`src/smmm_pkg.sv`:
```
// Shared types and constants for the set min/max/median block.
// Used by smmm_ctrl, smmm_datapath and set_min_max_median; depends on nothing.
`default_nettype none

package smmm_pkg;

   localparam int VALUE_W       = 32;
   localparam int SIZE_W        = 7;
   localparam int MAX_ITEMS_DEF = 64;

   // Store write data select.
   localparam logic [1:0] WSEL_SAMPLE = 2'd0;
   localparam logic [1:0] WSEL_MIN    = 2'd1;
   localparam logic [1:0] WSEL_CARRY  = 2'd2;

   typedef struct packed {
      logic signed [VALUE_W-1:0] sample_value;
      logic                      last_item;
   } req_type;

   typedef struct packed {
      logic signed [VALUE_W-1:0] min_value;
      logic signed [VALUE_W-1:0] max_value;
      logic signed [VALUE_W-1:0] median_value;
      logic [SIZE_W-1:0]         set_size;
      logic                      overflow_flag;
   } rsp_type;

   // Commands from the controller to the datapath.
   typedef struct packed {
      logic              we;
      logic              re;
      logic [1:0]        wsel;
      logic              track;
      logic              track_first;
      logic              carry_load;
      logic              carry_step;
      logic              grab_lo;
      logic              grab_sum;
      logic              rsp_load;
      logic [SIZE_W-1:0] set_size;
      logic              overflow;
   } cmd_type;

endpackage

`default_nettype wire

```
`src/smmm_datapath.sv`:
```
// Datapath of the set min/max/median block: value store, compare-exchange
// unit, running min/max, median adder and result register. Uses smmm_pkg.
`default_nettype none

module smmm_datapath #(
   parameter int MAX_ITEMS = smmm_pkg::MAX_ITEMS_DEF
) (
   input  wire logic                     clock,
   input  wire smmm_pkg::req_type        req_data,
   input  wire smmm_pkg::cmd_type        cmd,
   input  wire logic [$clog2(MAX_ITEMS)-1:0] waddr,
   input  wire logic [$clog2(MAX_ITEMS)-1:0] raddr,
   output smmm_pkg::rsp_type             rsp_data
);

   localparam int VW = smmm_pkg::VALUE_W;

   logic signed [VW-1:0] store_ff [MAX_ITEMS];
   logic signed [VW-1:0] rd_data_ff;
   logic signed [VW-1:0] carry_ff, carry_in;
   logic signed [VW-1:0] min_ff, min_in;
   logic signed [VW-1:0] max_ff, max_in;
   logic signed [VW-1:0] mid_lo_ff, mid_lo_in;
   logic signed [VW:0]   sum_ff, sum_in;
   logic signed [VW:0]   sum_adj;
   logic signed [VW-1:0] cmp_lo, cmp_hi, wdata;
   logic                 lt;
   smmm_pkg::rsp_type    rsp_ff, rsp_in;

   // Compare-exchange: the smaller value is written back, the larger one
   // is carried on up the store.
   assign lt     = rd_data_ff < carry_ff;
   assign cmp_lo = lt ? rd_data_ff : carry_ff;
   assign cmp_hi = lt ? carry_ff : rd_data_ff;

   always_comb begin
      unique case (cmd.wsel)
         smmm_pkg::WSEL_SAMPLE: wdata = req_data.sample_value;
         smmm_pkg::WSEL_MIN:    wdata = cmp_lo;
         smmm_pkg::WSEL_CARRY:  wdata = carry_ff;
         default:               wdata = req_data.sample_value;
      endcase
   end

   always_ff @(posedge clock) begin
      if (cmd.we) begin
         store_ff[waddr] <= wdata;
      end
      if (cmd.re) begin
         rd_data_ff <= store_ff[raddr];
      end
   end

   always_comb begin
      carry_in = carry_ff;
      if (cmd.carry_load) begin
         carry_in = rd_data_ff;
      end else if (cmd.carry_step) begin
         carry_in = cmp_hi;
      end

      min_in = min_ff;
      max_in = max_ff;
      if (cmd.track) begin
         if (cmd.track_first || (req_data.sample_value < min_ff)) begin
            min_in = req_data.sample_value;
         end
         if (cmd.track_first || (req_data.sample_value > max_ff)) begin
            max_in = req_data.sample_value;
         end
      end

      mid_lo_in = cmd.grab_lo ? rd_data_ff : mid_lo_ff;
      sum_in    = cmd.grab_sum ? ({mid_lo_ff[VW-1], mid_lo_ff} + {rd_data_ff[VW-1], rd_data_ff})
                               : sum_ff;
   end

   // Halving with truncation toward zero: bump a negative sum by one first.
   // For an odd count both middles are the same element, so this gives it back.
   assign sum_adj = sum_ff + {{VW{1'b0}}, sum_ff[VW]};

   always_comb begin
      rsp_in = rsp_ff;
      if (cmd.rsp_load) begin
         rsp_in.min_value     = min_ff;
         rsp_in.max_value     = max_ff;
         rsp_in.median_value  = sum_adj[VW:1];
         rsp_in.set_size      = cmd.set_size;
         rsp_in.overflow_flag = cmd.overflow;
      end
   end

   always_ff @(posedge clock) begin
      carry_ff  <= carry_in;
      min_ff    <= min_in;
      max_ff    <= max_in;
      mid_lo_ff <= mid_lo_in;
      sum_ff    <= sum_in;
      rsp_ff    <= rsp_in;
   end

   assign rsp_data = rsp_ff;

   // The running min never exceeds the running max once a set has begun.
   property p_min_le_max;
      @(posedge clock) cmd.rsp_load |-> (min_ff <= max_ff);
   endproperty
   a_min_le_max: assert property (p_min_le_max)
      else $error("smmm_datapath: min above max at result load");

   property p_single_wsel;
      @(posedge clock) cmd.we |-> (cmd.wsel == smmm_pkg::WSEL_SAMPLE
         || cmd.wsel == smmm_pkg::WSEL_MIN || cmd.wsel == smmm_pkg::WSEL_CARRY);
   endproperty
   a_single_wsel: assert property (p_single_wsel)
      else $error("smmm_datapath: store write with undefined data select");

   property p_load_not_during_sort;
      @(posedge clock) cmd.track |-> !(cmd.carry_load || cmd.carry_step || cmd.re);
   endproperty
   a_load_not_during_sort: assert property (p_load_not_during_sort)
      else $error("smmm_datapath: request loaded while sorting");

endmodule

`default_nettype wire

```
`src/smmm_ctrl.sv`:
```
// Controller of the set min/max/median block: request and result handshakes,
// fill count, sort pass sequencer and median read-out. Uses smmm_pkg.
`default_nettype none

module smmm_ctrl #(
   parameter int MAX_ITEMS = smmm_pkg::MAX_ITEMS_DEF
) (
   input  wire logic                         clock,
   input  wire logic                         reset,
   input  wire logic                         req_valid,
   output logic                              req_ready,
   input  wire logic                         req_last,
   output logic                              rsp_valid,
   input  wire logic                         rsp_ready,
   output smmm_pkg::cmd_type                 cmd,
   output logic [$clog2(MAX_ITEMS)-1:0]      waddr,
   output logic [$clog2(MAX_ITEMS)-1:0]      raddr
);

   localparam int AW = $clog2(MAX_ITEMS);
   localparam int CW = $clog2(MAX_ITEMS + 1);

   localparam logic [2:0] ST_IDLE      = 3'd0;
   localparam logic [2:0] ST_PASS_READ = 3'd1;
   localparam logic [2:0] ST_PASS_RUN  = 3'd2;
   localparam logic [2:0] ST_PASS_END  = 3'd3;
   localparam logic [2:0] ST_MID_LO    = 3'd4;
   localparam logic [2:0] ST_MID_HI    = 3'd5;
   localparam logic [2:0] ST_MID_SUM   = 3'd6;
   localparam logic [2:0] ST_EMIT      = 3'd7;

   logic [2:0]    state_ff, state_in;
   logic [CW-1:0] count_ff, count_in;
   logic          dropped_ff, dropped_in;
   logic [AW-1:0] end_ff, end_in;
   logic [AW-1:0] idx_ff, idx_in;
   logic          rsp_valid_ff, rsp_valid_in;
   logic          full;
   logic [AW-1:0] mid_lo, mid_hi;
   logic [CW-1:0] count_dec;

   assign full      = (count_ff == CW'(MAX_ITEMS));
   assign count_dec = count_ff - CW'(1);
   assign mid_lo    = AW'(count_dec >> 1);
   assign mid_hi    = AW'(count_ff >> 1);
   assign req_ready = (state_ff == ST_IDLE);
   assign rsp_valid = rsp_valid_ff;

   always_comb begin
      state_in   = state_ff;
      count_in   = count_ff;
      dropped_in = dropped_ff;
      end_in     = end_ff;
      idx_in     = idx_ff;
      cmd        = '0;
      waddr      = '0;
      raddr      = '0;

      unique case (state_ff)
         ST_IDLE: begin
            if (req_valid) begin
               if (!full) begin
                  cmd.we          = 1'b1;
                  cmd.wsel        = smmm_pkg::WSEL_SAMPLE;
                  cmd.track       = 1'b1;
                  cmd.track_first = (count_ff == '0);
                  waddr           = count_ff[AW-1:0];
                  count_in        = count_ff + CW'(1);
               end else begin
                  dropped_in = 1'b1;
               end
               if (req_last) begin
                  // Top index of the set once this request is counted.
                  end_in   = full ? AW'(count_dec) : count_ff[AW-1:0];
                  state_in = ST_PASS_READ;
               end
            end
         end
         ST_PASS_READ: begin
            cmd.re   = 1'b1;
            raddr    = '0;
            idx_in   = '0;
            state_in = ST_PASS_RUN;
         end
         ST_PASS_RUN: begin
            if (idx_ff == '0) begin
               cmd.carry_load = 1'b1;
            end else begin
               cmd.we         = 1'b1;
               cmd.wsel       = smmm_pkg::WSEL_MIN;
               cmd.carry_step = 1'b1;
               waddr          = idx_ff - AW'(1);
            end
            if (idx_ff != end_ff) begin
               cmd.re = 1'b1;
               raddr  = idx_ff + AW'(1);
               idx_in = idx_ff + AW'(1);
            end else begin
               state_in = ST_PASS_END;
            end
         end
         ST_PASS_END: begin
            // The largest value of this pass settles at the top of the range.
            cmd.we   = 1'b1;
            cmd.wsel = smmm_pkg::WSEL_CARRY;
            waddr    = end_ff;
            if (end_ff == mid_lo) begin
               state_in = ST_MID_LO;
            end else begin
               end_in   = end_ff - AW'(1);
               state_in = ST_PASS_READ;
            end
         end
         ST_MID_LO: begin
            cmd.re   = 1'b1;
            raddr    = mid_lo;
            state_in = ST_MID_HI;
         end
         ST_MID_HI: begin
            cmd.grab_lo = 1'b1;
            cmd.re      = 1'b1;
            raddr       = mid_hi;
            state_in    = ST_MID_SUM;
         end
         ST_MID_SUM: begin
            cmd.grab_sum = 1'b1;
            state_in     = ST_EMIT;
         end
         ST_EMIT: begin
            if (!rsp_valid_ff || rsp_ready) begin
               cmd.rsp_load = 1'b1;
               cmd.set_size = smmm_pkg::SIZE_W'(count_ff);
               cmd.overflow = dropped_ff;
               count_in     = '0;
               dropped_in   = 1'b0;
               state_in     = ST_IDLE;
            end
         end
      endcase

      rsp_valid_in = cmd.rsp_load | (rsp_valid_ff & ~rsp_ready);
   end

   always_ff @(posedge clock) begin
      if (reset) begin
         state_ff     <= ST_IDLE;
         count_ff     <= '0;
         dropped_ff   <= 1'b0;
         rsp_valid_ff <= 1'b0;
      end else begin
         state_ff     <= state_in;
         count_ff     <= count_in;
         dropped_ff   <= dropped_in;
         rsp_valid_ff <= rsp_valid_in;
      end
   end

   always_ff @(posedge clock) begin
      end_ff <= end_in;
      idx_ff <= idx_in;
   end

   property p_count_bound;
      @(posedge clock) disable iff (reset) count_ff <= CW'(MAX_ITEMS);
   endproperty
   a_count_bound: assert property (p_count_bound)
      else $error("smmm_ctrl: fill count beyond capacity");

   property p_idx_in_range;
      @(posedge clock) disable iff (reset) (state_ff == ST_PASS_RUN) |-> (idx_ff <= end_ff);
   endproperty
   a_idx_in_range: assert property (p_idx_in_range)
      else $error("smmm_ctrl: pass index past end of range");

   property p_end_above_mid;
      @(posedge clock) disable iff (reset)
         (state_ff == ST_PASS_READ || state_ff == ST_PASS_RUN || state_ff == ST_PASS_END)
         |-> (end_ff >= mid_lo);
   endproperty
   a_end_above_mid: assert property (p_end_above_mid)
      else $error("smmm_ctrl: sort went below the lower middle");

   property p_clear_after_result;
      @(posedge clock) disable iff (reset) cmd.rsp_load |=> (count_ff == '0 && !dropped_ff);
   endproperty
   a_clear_after_result: assert property (p_clear_after_result)
      else $error("smmm_ctrl: set not cleared after result");

endmodule

`default_nettype wire

```
`src/set_min_max_median.sv`:
```
// Top level of the set min/max/median block: joins smmm_ctrl and smmm_datapath.
// Uses smmm_pkg for the request, result and command types.
//
// Requests arrive on req_valid/req_ready/req_data, one signed value each; the
// request with last_item set closes the set. Up to MAX_ITEMS values are stored;
// later ones are dropped and reported through overflow_flag. Each set yields
// one result on rsp_valid/rsp_ready/rsp_data with min, max, median and count.
// Loading takes one request per cycle. After the last request the store is
// sorted in place by bubble passes through its single read and write port:
// passes over indices 0..e run for e = n-1 down to (n-1)/2; then the two middle
// values are read, their sum is formed and the result register is loaded.
// Min and max are tracked while loading; the median is the truncated mean of
// the two middle values, which is the middle value itself for an odd count.
// While sorting, req_ready is low. The result sits in an output register, so
// a stalled receiver does not stop loading of the next set; only the next
// result waits for the register to empty. Reset empties the set and drops any
// pending result; the store itself needs no clearing.
`default_nettype none

module set_min_max_median #(
   parameter int MAX_ITEMS = smmm_pkg::MAX_ITEMS_DEF
) (
   input  wire logic              clock,
   input  wire logic              reset,
   input  wire logic              req_valid,
   output logic                   req_ready,
   input  wire smmm_pkg::req_type req_data,
   output logic                   rsp_valid,
   input  wire logic              rsp_ready,
   output smmm_pkg::rsp_type      rsp_data
);

   localparam int AW = $clog2(MAX_ITEMS);

   smmm_pkg::cmd_type cmd;
   logic [AW-1:0]     waddr;
   logic [AW-1:0]     raddr;

   smmm_ctrl #(
      .MAX_ITEMS (MAX_ITEMS)
   ) u_ctrl (
      .clock     (clock),
      .reset     (reset),
      .req_valid (req_valid),
      .req_ready (req_ready),
      .req_last  (req_data.last_item),
      .rsp_valid (rsp_valid),
      .rsp_ready (rsp_ready),
      .cmd       (cmd),
      .waddr     (waddr),
      .raddr     (raddr)
   );

   smmm_datapath #(
      .MAX_ITEMS (MAX_ITEMS)
   ) u_datapath (
      .clock    (clock),
      .req_data (req_data),
      .cmd      (cmd),
      .waddr    (waddr),
      .raddr    (raddr),
      .rsp_data (rsp_data)
   );

endmodule

`default_nettype wire

```
`config.mk`:
```
export PLATFORM = sky130hd
export DESIGN_NAME = set_min_max_median
export DESIGN_NICKNAME = d
export VERILOG_FILES = /design/src/smmm_pkg.sv /design/src/smmm_datapath.sv /design/src/smmm_ctrl.sv /design/src/set_min_max_median.sv
export SDC_FILE = /design/constraint.sdc
export NUM_CORES = 2
export LEC_CHECK = 0
export ABC_AREA = 1
export BUFFER_PORTS_ARGS = -buffer_cell sky130_fd_sc_hd__buf_4
export CAP_MARGIN = 20
export CORE_AREA = 2 2 573 575
export CTS_BUF_LIST = sky130_fd_sc_hd__clkbuf_8
export DETAILED_ROUTE_END_ITERATION = 8
export DIE_AREA = 0 0 575 577
export GPL_TIMING_DRIVEN = 0
export PLACE_DENSITY = 0.45
export SETUP_SLACK_MARGIN = 0.4
export SYNTH_ARGS = -nofsm -noshare
export SYNTH_HDL_FRONTEND = slang
export SYNTH_HIERARCHICAL = 1
export SYNTH_SLANG_ARGS = --single-unit
```
`constraint.sdc`:
```
create_clock -name clock -period 8.3 [get_ports clock]
set_clock_uncertainty 0.15 [all_clocks]
set_input_delay 1.245 -clock clock [delete_from_list [all_inputs] [get_ports clock]]
set_output_delay 1.245 -clock clock [all_outputs]
set_load 0.02 [all_outputs]
```
==> qor.yml <==
drt:
  ant_nets: 0
  drtPass1Iterations: 6
  dr_total_vias: 72215
  routedWlPerCell_um: 33.7
  drt_iter0_drc: 10644
  drt-vias-per-instance: 5.51
  drc: 0
  wl_um: 442000
worst_setup_path:
  crit_chain: "clkinv_1, ha_1, nand2_1, inv_1, nand2_1, nand2_1, o221ai_1, clkbuf_2, clkbuf_1, o21ai_1, o22ai_1, o21ai_1, o22ai_1"
  critPathMaxFanout: 10
  critPathKind: "reg -> reg"
  crit_family: "compound AO/OA/AOI/OAI gates"
  worst_path_max_delay_cell: "o221ai_1"
  r2r_cells: 13
  end_kind: "flip-flop"
  worstPathRequired_ns: 8.87
  cp.arrival_ns: 7.36
  crit_path_frequent_cell: "nand2_1"
  cp-start-kind: "flip-flop"
  critPathBufInv: 4
  path_depth: 13
  slowest_delay_ns: 0.94
sta:
  setup_viol: 0
  period_minus_slack_ns: 6.80
  whs_ns: 0.295
  setup_ws_ns: 1.50
  hold_viol_final: 0
  tightest_slew_ns: 1.28
  relSlewSlack_pct: 15.0
  max_freq_ghz: 0.147
  drv_slew: 0
  period_share_pct: 81.9
  rsz0062_at_grt: "false"
synth:
  yosysTopAreaCell: "edfxtp_1"
  yosysUniqueCellTypes: 60
  synth_common_cells: "2357 x edfxtp_1, 1447 x nor2_1, 1160 x o21ai_0"
  synth_most_common_cell: "edfxtp_1"
  synth_area_leaders: "edfxtp_1 73%, o21ai_0 6.0%, nor2_1 5.6%"
  yosys.area.top_type_share_pct: 72.7
  syn_avg_cell_area_um2: 12.7
  ys_seq_area_share_pct: 72.9
  synth_area_mm2: 0.0974
  ys_warn_count: 6
  ys_seq_elements: 2369
  ys.flop_type: "edfxtp_1"
  synth_edf_count: 2357
  synth_nets: 7819
  async_reset_ff_share_pct: 0
  synth_cells: 7644
clock_network:
  path_clk_slew_ns: 0.06
  cts_buffer_depth: 4
  cts_tree: "done"
  cts_buffers: 405
  postCtsSetupBuffers: 0
  cts_hold_buffers: 0
  htreeDepth: 5
  cts_resized: 0
  clk_latency_ns: 1.08
  cts_root_buffer: "clkbuf_8"
  cts_sinks: 2369
floorplanning:
  dieArea_mm2: 0.332
  rows: 210
  chipHeight_um: 577
  core_mm2: 0.326
  die_width_um: 575
  initial_core_util_pct: 29.9
  io_pins: 143
placement:
  portBuffers: 141
  dpl.hpwl_um: 323000
  pre_cts_ws_ns: 1.88
  dp_cells: 12396
  gp_congestion: 0.996
finish:
  finalNonFillerCells: 13116
  area_growth_pct: 19.6
  nets: 8633
  postLayoutCoreUtil_pct: 35.7
  drive_gt1_share_pct: 14.1
grt:
  grt_max_degree: 38
  grt_overflow: 0
  grt_pass1_wl_um: 585000
  antenna_found_initial: 50
  globalRouteTotalUtil_pct: 25.7
  grt_pass1_vias: 66790
hold_path:
  hold_path.class: "reg -> reg"
  whs_path_depth: 0
status:
  status: "complete, no violations"
flow_run:
  drv_cap: 0
layout by cell type (no fill, tap or decap), types with 146 or more instances in the layout:
cell type  count
a21oi_1      175
buf_12       156
buf_4        255
clkbuf_1     261
clkbuf_8     410
edfxtp_1    2357
inv_1        364
nand2_1      365
nand3_1      173
nor2_1      1389
o21ai_0     1160
o21ai_1      146
o22ai_1      630
flip-flops by register name, summed over array words and instances, names as in the netlist:
register,flops
u_datapath/min_ff,32
u_datapath/rd_data_ff,32
u_datapath/max_ff,32
u_datapath/store_ff,2048
u_datapath/rsp_data,104
u_datapath/sum_ff,33
u_datapath/mid_lo_ff,32
u_ctrl/state_ff,3
u_ctrl/dropped_ff,1
u_ctrl/end_ff,6
u_ctrl/count_ff,7
u_datapath/carry_ff,32
u_ctrl/idx_ff,6
u_ctrl/rsp_valid,1
worst register-to-register path: stages (launching register included):
cell,delay [ns]
dfxtp_1,0.45
clkinv_1,0.35
ha_1,0.41
nand2_1,0.13
inv_1,0.06
nand2_1,0.07
nand2_1,0.10
o221ai_1,0.94
clkbuf_2,0.83
clkbuf_1,0.95
o21ai_1,0.42
o22ai_1,0.66
o21ai_1,0.31
o22ai_1,0.70
layout make-up:
type | count | area [um^2]
repair buffers | 407 | 5700
inverters | 252 | 951
multi-input cells | 4544 | 23900
plain buffers | 479 | 2400
diodes | 10 | 25.0
well taps | 4346 | 5440
flip-flops and latches | 2369 | 71000
fillers | 31969 | 209000
clock buffers | 410 | 5640
clock inverters | 299 | 1360
final timing paths:
check / slack [ns] / start / end
hold reg to reg: 0.30 / u_datapath/min_ff[22]$_DFFE_PP_ / u_datapath/rsp_data[94]$_DFFE_PP_
setup reg to reg: 1.50 / u_ctrl/count_ff[0]$_SDFFE_PP0P_ / u_datapath/rd_data_ff[29]$_DFFE_PP_
hold / removal: 0.30 / u_datapath/min_ff[22]$_DFFE_PP_ / u_datapath/rsp_data[94]$_DFFE_PP_
setup / recovery: 1.50 / u_ctrl/count_ff[0]$_SDFFE_PP0P_ / u_datapath/rd_data_ff[29]$_DFFE_PP_
cell families after synthesis:
| logic type | Yosys count | share of synthesized area, % |
|---|---|---|
| adder cells (fa/ha/maj) | 138 | 1.78 |
| flip-flops | 2369 | 72.9 |
| AND/OR/NAND/NOR | 2112 | 8.76 |
| AO/OA/AOI/OAI | 2222 | 12.4 |
| buffers and inverters | 731 | 3.44 |
| XOR/XNOR | 72 | 0.648 |
metal layers:
| metal | up-vias | track usage, % | routed length (um) |
|---|---|---|---|
| li1 | 30033 | - | - |
| met1 | 36625 | 33.5 | 173000 |
| met2 | 4496 | 39.6 | 195000 |
| met3 | 1041 | 5.58 | 43500 |
| met4 | 20 | 15.0 | 30000 |
| met5 | - | 0 | 138 |
per-stage QoR:
| step | TNS (ns) | area (um^2) |
|---|---|---|
| detailed placement | 0 | 109000 |
| CTS | 0 | 116000 |
| global route | 0 | 116000 |
| floorplan | 0 | 97400 |
| finish | 0 | 116000 |
| global placement | -4913.69 | 104000 |
Power is left out: the tool's default activity adds up to more than one toggle a clock period on the data nets, which glitch-free logic cannot reach.
